$ cat src/hw/rtl/pwl_pkg.sv
// ----------------------------------------------------------------------------
// pwl_pkg
// Shared types and constants for the piecewise-linear breakpoint table.
// ----------------------------------------------------------------------------
package pwl_pkg;

    localparam int TABLE_DEPTH = 32;
    localparam int ADDR_W      = $clog2(TABLE_DEPTH);
    localparam int CNT_W       = $clog2(TABLE_DEPTH + 1);
    localparam int VAL_W       = 16;
    localparam int ENTRY_W     = 2 * VAL_W;
    localparam int DVD_W       = 32;
    localparam int STAT_W      = 3;
    localparam int OUT_CNT_W   = 6;

    typedef enum logic [1:0] {
        ACT_LOAD  = 2'd0,
        ACT_QUERY = 2'd1,
        ACT_CLEAR = 2'd2,
        ACT_NONE  = 2'd3
    } t_action;

    typedef enum logic [STAT_W-1:0] {
        ST_OK     = 3'd0,
        ST_EMPTY  = 3'd1,
        ST_BOUNDS = 3'd2,
        ST_SINGLE = 3'd3,
        ST_FULL   = 3'd4
    } t_status;

    typedef enum logic [3:0] {
        S_IDLE,
        S_LD_RD,
        S_LD_CMP,
        S_LD_WR,
        S_Q_RD,
        S_Q_CMP,
        S_MUL,
        S_DSTART,
        S_DWAIT,
        S_SUM,
        S_DONE
    } t_state;

endpackage

$ cat src/hw/rtl/pwl_ram.sv
// ----------------------------------------------------------------------------
// pwl_ram
// Generic single-port-write, single-port-read RAM with registered read data.
// ----------------------------------------------------------------------------
module pwl_ram #(
    parameter int WIDTH = 32,
    parameter int DEPTH = 32
) (
    input  logic                     i_clk,
    input  logic                     i_we,
    input  logic [$clog2(DEPTH)-1:0] i_waddr,
    input  logic [WIDTH-1:0]         i_wdata,
    input  logic [$clog2(DEPTH)-1:0] i_raddr,
    output logic [WIDTH-1:0]         o_rdata
);

    logic [WIDTH-1:0] r_mem [DEPTH];
    logic [WIDTH-1:0] r_rdata;

    always_ff @(posedge i_clk) begin
        if (i_we) begin
            r_mem[i_waddr] <= i_wdata;
        end
        r_rdata <= r_mem[i_raddr];
    end

    assign o_rdata = r_rdata;

endmodule

$ cat src/hw/rtl/pwl_div.sv
// ----------------------------------------------------------------------------
// pwl_div
// Restoring unsigned divider, one quotient bit per cycle.
// ----------------------------------------------------------------------------
module pwl_div
    import pwl_pkg::*;
(
    input  logic               i_clk,
    input  logic               i_rst_n,
    input  logic               i_start,
    input  logic [DVD_W-1:0]   i_dividend,
    input  logic [VAL_W-1:0]   i_divisor,
    output logic               o_done,
    output logic [DVD_W-1:0]   o_quotient
);

    localparam int STEP_W = $clog2(DVD_W);

    logic              r_busy, n_busy;
    logic              r_done, n_done;
    logic [STEP_W-1:0] r_step, n_step;
    logic [DVD_W-1:0]  r_dvd, n_dvd;
    logic [VAL_W-1:0]  r_rem, n_rem;
    logic [VAL_W-1:0]  r_dsr, n_dsr;
    logic [VAL_W:0]    w_rem_sh;
    logic [VAL_W+1:0]  w_diff;

    assign w_rem_sh = {r_rem, r_dvd[DVD_W-1]};
    assign w_diff   = {1'b0, w_rem_sh} - {2'b00, r_dsr};

    always_comb begin
        n_busy = r_busy;
        n_done = 1'b0;
        n_step = r_step;
        n_dvd  = r_dvd;
        n_rem  = r_rem;
        n_dsr  = r_dsr;
        if (i_start) begin
            n_busy = 1'b1;
            n_step = '0;
            n_dvd  = i_dividend;
            n_rem  = '0;
            n_dsr  = i_divisor;
        end else if (r_busy) begin
            // A clear sign bit on the trial difference means the divisor fits.
            n_dvd = {r_dvd[DVD_W-2:0], ~w_diff[VAL_W+1]};
            n_rem = w_diff[VAL_W+1] ? w_rem_sh[VAL_W-1:0] : w_diff[VAL_W-1:0];
            n_step = r_step + 1'b1;
            if (r_step == STEP_W'(DVD_W - 1)) begin
                n_busy = 1'b0;
                n_done = 1'b1;
            end
        end
    end

    always_ff @(posedge i_clk) begin
        if (!i_rst_n) begin
            r_busy <= 1'b0;
            r_done <= 1'b0;
        end else begin
            r_busy <= n_busy;
            r_done <= n_done;
        end
        r_step <= n_step;
        r_dvd  <= n_dvd;
        r_rem  <= n_rem;
        r_dsr  <= n_dsr;
    end

    assign o_done     = r_done;
    assign o_quotient = r_dvd;

endmodule

$ cat src/hw/rtl/piecewise_linear_table_interp_core.sv
// ----------------------------------------------------------------------------
// piecewise_linear_table_interp_core
// Sorted breakpoint table with piecewise-linear interpolation queries.
// ----------------------------------------------------------------------------
// Input channel (i_in_valid / o_in_ready) carries an action, an x and a y.
// A load inserts (x, y) in x order, a query interpolates y at x, and a
// clear empties the table. Every input transfer yields exactly one result
// transfer on the output channel (o_out_valid / i_out_ready) with the value,
// a status code and the number of stored points.
// The block works on one item at a time and is not ready meanwhile.
// A load moves each stored point with a larger x up one slot, then writes
// the new point; the table RAM has one read port with a registered read, so
// each compared entry passes through a read state and a compare state.
// A query scans entries the same way and, when it interpolates, then does a
// multiply, a divider start, a wait until the 32-step bit-serial divider
// reports done, and an add.
// Clears, full-table loads and anything on an empty table go straight to done.
// Results sit in an output register, so the next item is accepted while a
// result waits; a further result waits until the receiver takes the first.
// Synchronous reset empties the table and drops any pending result.
// ----------------------------------------------------------------------------
module piecewise_linear_table_interp_core
    import pwl_pkg::*;
(
    input  logic                        i_clk,
    input  logic                        i_rst_n,
    input  logic                        i_in_valid,
    output logic                        o_in_ready,
    input  logic [1:0]                  i_action,
    input  logic signed [VAL_W-1:0]     i_x_value,
    input  logic signed [VAL_W-1:0]     i_y_value,
    output logic                        o_out_valid,
    input  logic                        i_out_ready,
    output logic signed [VAL_W-1:0]     o_result_value,
    output logic [STAT_W-1:0]           o_status,
    output logic [OUT_CNT_W-1:0]        o_entry_count
);

    t_state                  r_state, n_state;
    logic [CNT_W-1:0]        r_cnt, n_cnt;
    logic [CNT_W-1:0]        r_idx, n_idx;
    logic signed [VAL_W-1:0] r_x, n_x;
    logic signed [VAL_W-1:0] r_y, n_y;
    logic signed [VAL_W-1:0] r_lo_x, n_lo_x;
    logic signed [VAL_W-1:0] r_lo_y, n_lo_y;
    logic signed [VAL_W-1:0] r_up_x, n_up_x;
    logic signed [VAL_W-1:0] r_up_y, n_up_y;
    logic signed [2*VAL_W+1:0] r_prod, n_prod;
    logic signed [VAL_W-1:0] r_res, n_res;
    t_status                 r_stat, n_stat;
    logic                    r_out_valid, n_out_valid;
    logic signed [VAL_W-1:0] r_out_res, n_out_res;
    logic [STAT_W-1:0]       r_out_stat, n_out_stat;
    logic [OUT_CNT_W-1:0]    r_out_cnt, n_out_cnt;

    logic                    w_we;
    logic [ADDR_W-1:0]       w_waddr;
    logic [ENTRY_W-1:0]      w_wdata;
    logic [ADDR_W-1:0]       w_raddr;
    logic [ENTRY_W-1:0]      w_rdata;
    logic signed [VAL_W-1:0] w_rx;
    logic signed [VAL_W-1:0] w_ry;
    logic [CNT_W-1:0]        w_idx_m1;
    logic [CNT_W-1:0]        w_idx_p1;
    logic                    w_div_start;
    logic                    w_div_done;
    logic [DVD_W-1:0]        w_quot;
    logic [DVD_W-1:0]        w_prod_mag;
    logic [VAL_W-1:0]        w_dx;
    logic signed [VAL_W:0]   w_dy;
    logic signed [VAL_W:0]   w_dxq;
    logic signed [VAL_W+1:0] w_q;
    logic signed [VAL_W+2:0] w_sum;
    t_status                 w_miss_stat;

    assign w_rx     = w_rdata[ENTRY_W-1:VAL_W];
    assign w_ry     = w_rdata[VAL_W-1:0];
    assign w_idx_m1 = r_idx - 1'b1;
    assign w_idx_p1 = r_idx + 1'b1;

    // The quotient magnitude never exceeds |dy|, so 17 bits hold it.
    assign w_dy       = {r_up_y[VAL_W-1], r_up_y} - {r_lo_y[VAL_W-1], r_lo_y};
    assign w_dxq      = {r_x[VAL_W-1], r_x} - {r_lo_x[VAL_W-1], r_lo_x};
    assign w_dx       = VAL_W'({r_up_x[VAL_W-1], r_up_x} - {r_lo_x[VAL_W-1], r_lo_x});
    assign w_prod_mag = r_prod[2*VAL_W+1] ? DVD_W'(-r_prod) : DVD_W'(r_prod);
    assign w_q        = r_prod[2*VAL_W+1] ? -$signed({1'b0, w_quot[VAL_W:0]})
                                          : $signed({1'b0, w_quot[VAL_W:0]});
    assign w_sum      = (VAL_W+3)'(r_lo_y) + (VAL_W+3)'(w_q);
    assign w_miss_stat = (r_cnt == CNT_W'(1)) ? ST_SINGLE : ST_BOUNDS;

    pwl_ram #(
        .WIDTH (ENTRY_W),
        .DEPTH (TABLE_DEPTH)
    ) u_table (
        .i_clk   (i_clk),
        .i_we    (w_we),
        .i_waddr (w_waddr),
        .i_wdata (w_wdata),
        .i_raddr (w_raddr),
        .o_rdata (w_rdata)
    );

    pwl_div u_div (
        .i_clk      (i_clk),
        .i_rst_n    (i_rst_n),
        .i_start    (w_div_start),
        .i_dividend (w_prod_mag),
        .i_divisor  (w_dx),
        .o_done     (w_div_done),
        .o_quotient (w_quot)
    );

    always_comb begin
        n_state     = r_state;
        n_cnt       = r_cnt;
        n_idx       = r_idx;
        n_x         = r_x;
        n_y         = r_y;
        n_lo_x      = r_lo_x;
        n_lo_y      = r_lo_y;
        n_up_x      = r_up_x;
        n_up_y      = r_up_y;
        n_prod      = r_prod;
        n_res       = r_res;
        n_stat      = r_stat;
        n_out_valid = r_out_valid;
        n_out_res   = r_out_res;
        n_out_stat  = r_out_stat;
        n_out_cnt   = r_out_cnt;
        w_we        = 1'b0;
        w_waddr     = r_idx[ADDR_W-1:0];
        w_wdata     = {r_x, r_y};
        w_raddr     = r_idx[ADDR_W-1:0];
        w_div_start = 1'b0;

        if (r_out_valid && i_out_ready) begin
            n_out_valid = 1'b0;
        end

        case (r_state)
            S_IDLE: begin
                if (i_in_valid) begin
                    n_x    = i_x_value;
                    n_y    = i_y_value;
                    n_res  = '0;
                    n_stat = ST_OK;
                    n_idx  = r_cnt;
                    n_state = S_DONE;
                    case (t_action'(i_action))
                        ACT_LOAD: begin
                            if (r_cnt >= CNT_W'(TABLE_DEPTH)) begin
                                n_stat = ST_FULL;
                            end else if (r_cnt == '0) begin
                                w_we    = 1'b1;
                                w_waddr = '0;
                                w_wdata = {i_x_value, i_y_value};
                                n_cnt   = CNT_W'(1);
                            end else begin
                                n_state = S_LD_RD;
                            end
                        end
                        ACT_QUERY: begin
                            if (r_cnt == '0) begin
                                n_stat = ST_EMPTY;
                            end else begin
                                n_idx   = '0;
                                n_state = S_Q_RD;
                            end
                        end
                        ACT_CLEAR: begin
                            n_cnt = '0;
                        end
                        default: begin
                        end
                    endcase
                end
            end
            S_LD_RD: begin
                w_raddr = w_idx_m1[ADDR_W-1:0];
                n_state = S_LD_CMP;
            end
            S_LD_CMP: begin
                w_we = 1'b1;
                if (w_rx > r_x) begin
                    // Move the larger entry up one slot and keep searching.
                    w_wdata = w_rdata;
                    n_idx   = w_idx_m1;
                    n_state = (r_idx == CNT_W'(1)) ? S_LD_WR : S_LD_RD;
                end else begin
                    n_cnt   = r_cnt + 1'b1;
                    n_state = S_DONE;
                end
            end
            S_LD_WR: begin
                w_we    = 1'b1;
                n_cnt   = r_cnt + 1'b1;
                n_state = S_DONE;
            end
            S_Q_RD: begin
                n_state = S_Q_CMP;
            end
            S_Q_CMP: begin
                n_up_x = w_rx;
                n_up_y = w_ry;
                if (w_rx == r_x) begin
                    n_res   = w_ry;
                    n_state = S_DONE;
                end else if (w_rx > r_x) begin
                    // The first entry above x: below the table, or bracketing.
                    if (r_idx == '0) begin
                        n_stat  = w_miss_stat;
                        n_state = S_DONE;
                    end else begin
                        n_state = S_MUL;
                    end
                end else begin
                    n_lo_x = w_rx;
                    n_lo_y = w_ry;
                    n_idx  = w_idx_p1;
                    if (w_idx_p1 == r_cnt) begin
                        n_stat  = w_miss_stat;
                        n_state = S_DONE;
                    end else begin
                        n_state = S_Q_RD;
                    end
                end
            end
            S_MUL: begin
                n_prod  = (2*VAL_W+2)'(w_dy * w_dxq);
                n_state = S_DSTART;
            end
            S_DSTART: begin
                w_div_start = 1'b1;
                n_state     = S_DWAIT;
            end
            S_DWAIT: begin
                if (w_div_done) begin
                    n_state = S_SUM;
                end
            end
            S_SUM: begin
                if (w_sum > (VAL_W+3)'(32767)) begin
                    n_res = 16'sh7FFF;
                end else if (w_sum < -(VAL_W+3)'(32768)) begin
                    n_res = 16'sh8000;
                end else begin
                    n_res = w_sum[VAL_W-1:0];
                end
                n_state = S_DONE;
            end
            S_DONE: begin
                if (!r_out_valid || i_out_ready) begin
                    n_out_valid = 1'b1;
                    n_out_res   = r_res;
                    n_out_stat  = r_stat;
                    n_out_cnt   = OUT_CNT_W'(r_cnt);
                    n_state     = S_IDLE;
                end
            end
            default: begin
                n_state = S_IDLE;
            end
        endcase
    end

    always_ff @(posedge i_clk) begin
        if (!i_rst_n) begin
            r_state     <= S_IDLE;
            r_cnt       <= '0;
            r_out_valid <= 1'b0;
        end else begin
            r_state     <= n_state;
            r_cnt       <= n_cnt;
            r_out_valid <= n_out_valid;
        end
        r_idx      <= n_idx;
        r_x        <= n_x;
        r_y        <= n_y;
        r_lo_x     <= n_lo_x;
        r_lo_y     <= n_lo_y;
        r_up_x     <= n_up_x;
        r_up_y     <= n_up_y;
        r_prod     <= n_prod;
        r_res      <= n_res;
        r_stat     <= n_stat;
        r_out_res  <= n_out_res;
        r_out_stat <= n_out_stat;
        r_out_cnt  <= n_out_cnt;
    end

    assign o_in_ready     = (r_state == S_IDLE);
    assign o_out_valid    = r_out_valid;
    assign o_result_value = r_out_res;
    assign o_status       = r_out_stat;
    assign o_entry_count  = r_out_cnt;

`ifndef SYNTHESIS
    a_cnt_bound: assert property (@(posedge i_clk) disable iff (!i_rst_n)
        r_cnt <= CNT_W'(TABLE_DEPTH))
        else $error("point count exceeds table depth");

    a_err_zero: assert property (@(posedge i_clk) disable iff (!i_rst_n)
        o_out_valid && (o_status != ST_OK) |-> o_result_value == '0)
        else $error("nonzero result with error status");

    a_busy_after_accept: assert property (@(posedge i_clk) disable iff (!i_rst_n)
        i_in_valid && o_in_ready |=> !o_in_ready)
        else $error("accepted an item while the previous one is at work");

    a_div_only_interp: assert property (@(posedge i_clk) disable iff (!i_rst_n)
        w_div_done |-> r_state == S_DWAIT)
        else $error("divider finished outside an interpolation");
`endif

endmodule

$ cat config.mk
export PLATFORM = sky130hd
export DESIGN_NAME = piecewise_linear_table_interp_core
export DESIGN_NICKNAME = d
export VERILOG_FILES = /design/src/hw/rtl/pwl_pkg.sv /design/src/hw/rtl/pwl_ram.sv /design/src/hw/rtl/pwl_div.sv /design/src/hw/rtl/piecewise_linear_table_interp_core.sv
export SDC_FILE = /design/constraint.sdc
export NUM_CORES = 2
export LEC_CHECK = 0
export ABC_CLOCK_PERIOD_IN_PS = 9200
export BUFFER_PORTS_ARGS = -buffer_cell sky130_fd_sc_hd__buf_2
export CAP_MARGIN = 20
export CELL_PAD_IN_SITES_DETAIL_PLACEMENT = 2
export CELL_PAD_IN_SITES_GLOBAL_PLACEMENT = 2
export CORE_MARGIN = 2
export CORE_UTILIZATION = 48
export DETAILED_ROUTE_END_ITERATION = 10
export PLACE_DENSITY_LB_ADDON = 0.15
export SKIP_CTS_REPAIR_TIMING = 1
export SLEW_MARGIN = 20
export SYNTH_ARGS = -nofsm -noshare
export SYNTH_HDL_FRONTEND = slang
export SYNTH_SLANG_ARGS = --single-unit
$ cat constraint.sdc
create_clock -name i_clk -period 9.2 [get_ports i_clk]
set_input_delay 1.38 -clock i_clk [delete_from_list [all_inputs] [get_ports i_clk]]
set_output_delay 1.38 -clock i_clk [all_outputs]
set_load 0.01 [all_outputs]
* Yosys cells after proc, flatten, opt, wreduce, memory -nomap -nowiden
Memories as Yosys holds them, arrays and structs flattened. A register that Yosys moved wholly into a read port is not among the register bits.
Cells that the tools add are included.
** Storage, ports and cells
- Register bits after elaboration :: 262
- Bits in writable memories :: 1024
- Input bits :: 38
- Output and inout bits :: 27
- Logic and storage cells :: 171
- Memories kept :: 1
** Cells by class
- Add/sub/neg operators :: 11
- $mul :: 1
- Magnitude comparators :: 4
- Equality and inequality tests :: 30
- Multiplexer cells :: 74
- Bitwise logic cells :: 5
- Reductions and logical operators :: 23
** Memory list
- u_table.r_mem :: words 32, width 32, read ports 1, clocked after memory_dff 1, write ports 1, RTL line pwl_ram.sv:17 : logic [WIDTH-1:0] r_mem [DEPTH];
** Operators with widths (number)
- 32-bit 2-to-1 mux :: 8
- 16-bit 2-to-1 mux :: 5
- 32-bit case mux with 2 select lines :: 1
- 6-bit 2-to-1 mux :: 10
- 16-bit case mux with 3 select lines :: 1
- 4-bit 2-to-1 mux :: 11
- 4-bit case mux with 10 select lines :: 1
- 6-bit case mux with 3 select lines :: 2
- 17-bit by 17-bit multiplier with 34-bit output :: 1
- 16-bit by 16-bit subtractor with 17-bit output :: 2
- 32-bit negator :: 1
- 5-bit 2-to-1 mux :: 6
- 16-bit by 18-bit adder with 19-bit output :: 1
- 19-bit by 16-bit > comparator with 1-bit output (second input constant) :: 1
- 19-bit by 16-bit < comparator with 1-bit output (second input constant) :: 1
- 18-bit 2-to-1 mux :: 1
- 3-bit 2-to-1 mux :: 6
- 17-bit negator with 18-bit output :: 1
- 17-bit by 16-bit subtractor with 18-bit output :: 1
- 16-bit == test :: 1
- 4-bit by 3-bit == test with 1-bit output (second input constant) :: 4
- 16-bit > comparator :: 1
- 1-bit 2-to-1 mux :: 16
- 16-bit subtractor :: 1
- other kinds (36) :: 64

* Longest topological paths before layout
- Depth in word-level cells :: 8
- Mapped depth :: 35
- Depth with buffers taken out :: 33

* By module
A second synthesis with hierarchy kept.
** Unflattened totals
- Cells, all modules :: 4929
- Area, all modules :: 66867.9 µm²
** By module, submodules not included
- pwl_ram :: times used 1, cells an instance 2260, area each 40492.6 µm², seq. area each 31390.1 µm²
- piecewise_linear_table_interp_core :: times used 1, cells an instance 2346, area each 22668.0 µm², seq. area each 5595.4 µm²
- pwl_div :: times used 1, cells an instance 323, area each 3707.3 µm², seq. area each 1901.8 µm²

* Worst setup path before layout
No wires, ideal clock.
- Kind :: register to register
- Start point :: register r_up_y[0]
- End point :: register r_prod[31] (data pin)
- Setup time :: 0.180 ns
- Data arrival time :: 7.973 ns
- Data required time :: 9.020 ns
- Path slack :: 1.047 ns
- Stages on the path, launching flop included :: 33
- Path buffers :: 1
- Period minus slack after synthesis :: 8.153 ns
- Cells stage by stage :: edfxtp_1 inv_1 ha_1 inv_1 fa_1 a21o_1 a21oi_1 nand2b_1 a21o_1 o21ai_0 a21oi_1 xnor2_1 clkbuf_1 nand2_1 fa_1 inv_1 fa_1 inv_1 fa_1 fa_1 inv_1 fa_1 fa_1 ha_1 a21oi_1 a21boi_0 or2_2 a221o_1 nand4_1 a31oi_1 a2111oi_2 nor2_1 o311ai_1
** On the way
- Word-level cells in the longest chain between the ends :: 2
** RTL lines
- from (decl) :: RTL line piecewise_linear_table_interp_core.sv:47 : logic signed [VAL_W-1:0] r_up_y, n_up_y;
- from (signal assigned) :: RTL line piecewise_linear_table_interp_core.sv:282 : r_up_y <= n_up_y;
- 16-bit by 16-bit subtractor with 17-bit output :: RTL line piecewise_linear_table_interp_core.sv:82 : assign w_dy = {r_up_y[VAL_W-1], r_up_y} - {r_lo_y[VAL_W-1], r_lo_y};
- 17-bit by 17-bit multiplier with 34-bit output :: RTL line piecewise_linear_table_interp_core.sv:229 : n_prod = (2*VAL_W+2)'(w_dy * w_dxq);
- to (signal assigned) :: RTL line piecewise_linear_table_interp_core.sv:283 : r_prod <= n_prod;
- to (decl) :: RTL line piecewise_linear_table_interp_core.sv:48 : logic signed [2*VAL_W+1:0] r_prod, n_prod;
No other way between the ends.
A chain may end at the register's enable or synchronous reset.

* Final worst setup path
- Start point :: register r_up_y[0]
- End point :: register r_prod[33] (data pin)
Same word-level chain as after synthesis.

==> impl_results.rst <==
.. list-table::
   :header-rows: 1

   * - Metric
     - Value
   * - Synthesized area
     - 0.0656 sq mm
   * - Port Buffers
     - 64
   * - Core outline area
     - 0.136 sq mm
   * - Number of global-route vias before repair
     - 44200
   * - Number of pins exceeding their max-slew limit in the final report
     - 0
   * - Data arrival time at the worst-slack endpoint
     - 9.45 ns
   * - Synthesized flop and latch total
     - 1317
   * - Number of antenna violations at the first check in global routing
     - 9
   * - Met1 Resource Use GR
     - 41.5%
   * - Num Clock Sinks
     - 1317
   * - Max H-tree Level
     - 4
   * - I/O Pins
     - 65
   * - Buffering stage count on the worst path with inverters included
     - 8
   * - Commonest register cell after synthesis
     - sky130_fd_sc_hd__edfxtp_1
   * - Clock Root Buffer
     - sky130_fd_sc_hd__clkbuf_16
   * - Critical path class
     - reg2reg
   * - Vertical die dimension
     - 374 um
   * - Startpoint types
     - flip-flop
   * - Worst-case hold path end point
     - o_result_value[9]$_DFFE_PP_
   * - Post-Synthesis Net Count
     - 4739
   * - Clock period minus final worst setup slack
     - 8.96 ns
   * - Number of clock buffers inserted by TritonCTS
     - 144
   * - Number of synthesized flops with an enable pin
     - 1251
   * - Residual DRC count
     - 0
   * - Clock Tree Buf Depth
     - 3
   * - Wirelength per Cell
     - 36.6 um
   * - Estimated wirelength of the detail-placed design
     - 141000 um
   * - Worst clock skew on the final layout
     - 0.0716 ns
   * - Synthesized area per cell
     - 15.6 sq um
   * - Placement row count
     - 135
   * - Crit Path Max Fanout
     - 10
   * - All-Layer GR Usage
     - 33.2%
   * - Endpoint kind of the worst setup timing path
     - flip-flop
   * - Async set-or-reset flop fraction in the synthesized netlist
     - 0%
   * - Crit share post-route
     - 97.3%
   * - Min-delay src
     - r_res[9]$_DFFE_PP_
   * - Worst relative slew slack
     - 18.8%
   * - Critical-path cell with the highest stage delay
     - sky130_fd_sc_hd__fa_2
   * - Global route hottest layer
     - met2
   * - # nets final
     - 4901
   * - Number of vias after detailed routing
     - 40300
   * - Worst min-delay path category
     - reg2reg
   * - Number of cells on the worst reg-to-reg path
     - 33
   * - TritonCTS clock tree
     - yes
   * - FMAX
     - 0.112 GHz
   * - Run status
     - finished, final reports clean
   * - Count of distinct cell types in the synthesized netlist
     - 78
   * - Crit Reg-Reg Startpoint
     - r_up_y[0]$_DFFE_PP_
   * - Total Die Area
     - 0.140 sq mm
   * - First drt pass iteration count
     - 5
   * - RD Place Congestion
     - 0.855
   * - Transition at the pin with the smallest max-transition slack
     - 1.21 ns
   * - Fill cell count
     - 11900
   * - Skew-Pair Late Insertion Delay
     - 0.81 ns
   * - Overflow left after global routing
     - 0
   * - Starting density of the core
     - 48.4%
   * - Setup slack of the most critical reg-to-reg path
     - 0.24 ns
   * - Met3 routing resource usage after global routing
     - 5.31%
   * - Number of cells produced by synthesis
     - 4207
   * - Count of final hold-check violations
     - 0
   * - DRT antenna net count
     - 0
   * - Sequential cell area fraction in the yosys report
     - 59.2%
   * - Worst-case setup slack after placement
     - -0.131 ns
   * - Synth Warn #
     - 0
   * - Wire length of the first global-routing pass
     - 330000 um
   * - Average via count per standard cell
     - 6.42
   * - Final setup violation count
     - 0
   * - Proportion of layout cells with a drive suffix above 1
     - 18.8%
   * - Signed area change from the synthesized netlist to the final layout
     - 12.4%
   * - GR Layer Usage met2
     - 57.6%
   * - Initial drt markers
     - 4218
   * - Startpoint of the most critical setup path
     - r_up_y[0]$_DFFE_PP_
   * - Clock transition at the registers of the reported paths
     - 0.07 ns
   * - Final setup slack of the worst path
     - 0.244 ns
   * - Horiz. Die Dim
     - 374 um
   * - Worst reg2reg endpoint
     - r_prod[33]$_DFFE_PP_
   * - Largest delay contributor family on the critical path
     - adder cells
   * - Wirelength, routed
     - 230000 um
   * - Depth of the worst hold-timing path
     - 0
   * - Maximum number of pins on one net before global-route repair
     - 154
   * - Delay of the slowest critical-path stage
     - 0.54 ns
   * - Reported max-cap violation count
     - 0
   * - Worst endpoint required time
     - 9.69 ns
[worst max-delay path by stage]
stage	to	cells past startpoint
after detailed placement	r_prod[31]$_DFFE_PP_	32
after global routing	r_prod[33]$_DFFE_PP_	33
final	r_prod[33]$_DFFE_PP_	33
after CTS	r_prod[31]$_DFFE_PP_	32
after global placement	r_prod[31]$_DFFE_PP_	32
after floorplan	r_prod[31]$_DFFE_PP_	32
[cells by family (layout without fill, tap and decap cells)]
logic type | after synthesis | in the layout | share of synthesized area, %
xor+xnor | 162 | 162 | 2.16
simple gates | 799 | 799 | 5.57
mux | 375 | 375 | 11.9
fa+ha+maj | 494 | 494 | 12.9
other cells | 0 | 7 | 0
compound gates | 465 | 465 | 4.77
flops | 1317 | 1317 | 59.2
buf+inv | 595 | 876 | 3.51
[registers in the layout, indices dropped and copies added, names as in the netlist, 32 cells and up]
signal            cells
u_table.r_mem      1024
u_div.o_quotient     32
r_prod               33
u_table.o_rdata      32
[synth_stat cells, types with 28 or more instances]
master	n	area, sq um
sky130_fd_sc_hd__edfxtp_1	1251	37600
sky130_fd_sc_hd__inv_1	432	1620
sky130_fd_sc_hd__mux4_2	320	7210
sky130_fd_sc_hd__fa_1	301	6030
sky130_fd_sc_hd__nand2_1	280	1050
sky130_fd_sc_hd__nor2_1	237	890
sky130_fd_sc_hd__ha_1	193	2410
sky130_fd_sc_hd__o21ai_0	122	611
sky130_fd_sc_hd__clkbuf_1	109	409
sky130_fd_sc_hd__a21oi_1	95	475
sky130_fd_sc_hd__xnor2_1	87	762
sky130_fd_sc_hd__xor2_1	75	657
sky130_fd_sc_hd__dfxtp_1	66	1320
sky130_fd_sc_hd__nor3_1	61	305
sky130_fd_sc_hd__nor2b_1	37	231
sky130_fd_sc_hd__a21o_1	36	270
sky130_fd_sc_hd__mux2_2	36	405
sky130_fd_sc_hd__nand3_1	34	170
sky130_fd_sc_hd__a221o_1	33	330
sky130_fd_sc_hd__buf_2	33	165
sky130_fd_sc_hd__or3_1	28	175
[cell usage in the layout (no fill, tap or decap), types with 64 or more instances in the layout]
cell type and n:
sky130_fd_sc_hd__edfxtp_1 1251, sky130_fd_sc_hd__dfxtp_1 66, sky130_fd_sc_hd__buf_2 64, sky130_fd_sc_hd__xor2_1 72
sky130_fd_sc_hd__ha_1 192, sky130_fd_sc_hd__inv_1 431, sky130_fd_sc_hd__nand2_1 280, sky130_fd_sc_hd__clkbuf_16 147
sky130_fd_sc_hd__fa_1 299, sky130_fd_sc_hd__mux4_2 320, sky130_fd_sc_hd__a21oi_1 93, sky130_fd_sc_hd__buf_4 108
sky130_fd_sc_hd__nor2_1 203, sky130_fd_sc_hd__o21ai_0 118, sky130_fd_sc_hd__xnor2_1 86
[routing by layer]
| layer | wire length [um] | share of wire (%) | vias up |
|---|---|---|---|
| li1 | - | - | 16000 |
| met1 | 88100 | 38 | 21900 |
| met2 | 118000 | 51 | 1869 |
| met3 | 14300 | 6.2 | 536 |
| met4 | 9820 | 4.3 | 2 |
| met5 | 14 | 0.0061 | - |
[metrics by stage]
step                hold slack (ns)  TNS (ns)  utilization (%)  std cells  instance area, sq um
floorplan                     0.400         0                -       4207                 65600
detailed placement            0.407    -0.175             50.7       5999                 68700
global placement              0.406         0             50.7       5999                 68700
finish                        0.426         0             54.4       6276                 73800
CTS                           0.428    -0.686             54.3       6264                 73600
global route                  0.442   -0.0185             54.4       6270                 73800
[cell type report]
| cell class | count | area (sq um) | area share (%) |
|---|---|---|---|
| repair buffers | 176 | 1210 | 1.63 |
| clock buffers | 184 | 3900 | 5.28 |
| multi-input cells | 2295 | 24900 | 33.8 |
| flip-flops and latches | 1317 | 38900 | 52.7 |
| clock inverters | 81 | 993 | 1.35 |
| inverters | 435 | 1630 | 2.21 |
| diodes | 7 | 17.5 | 0.0237 |
| well taps | 1781 | 2230 | 3.02 |
Power is not shown: default switching activity piles up to over one toggle a cycle in this logic, so the estimate is an artifact.
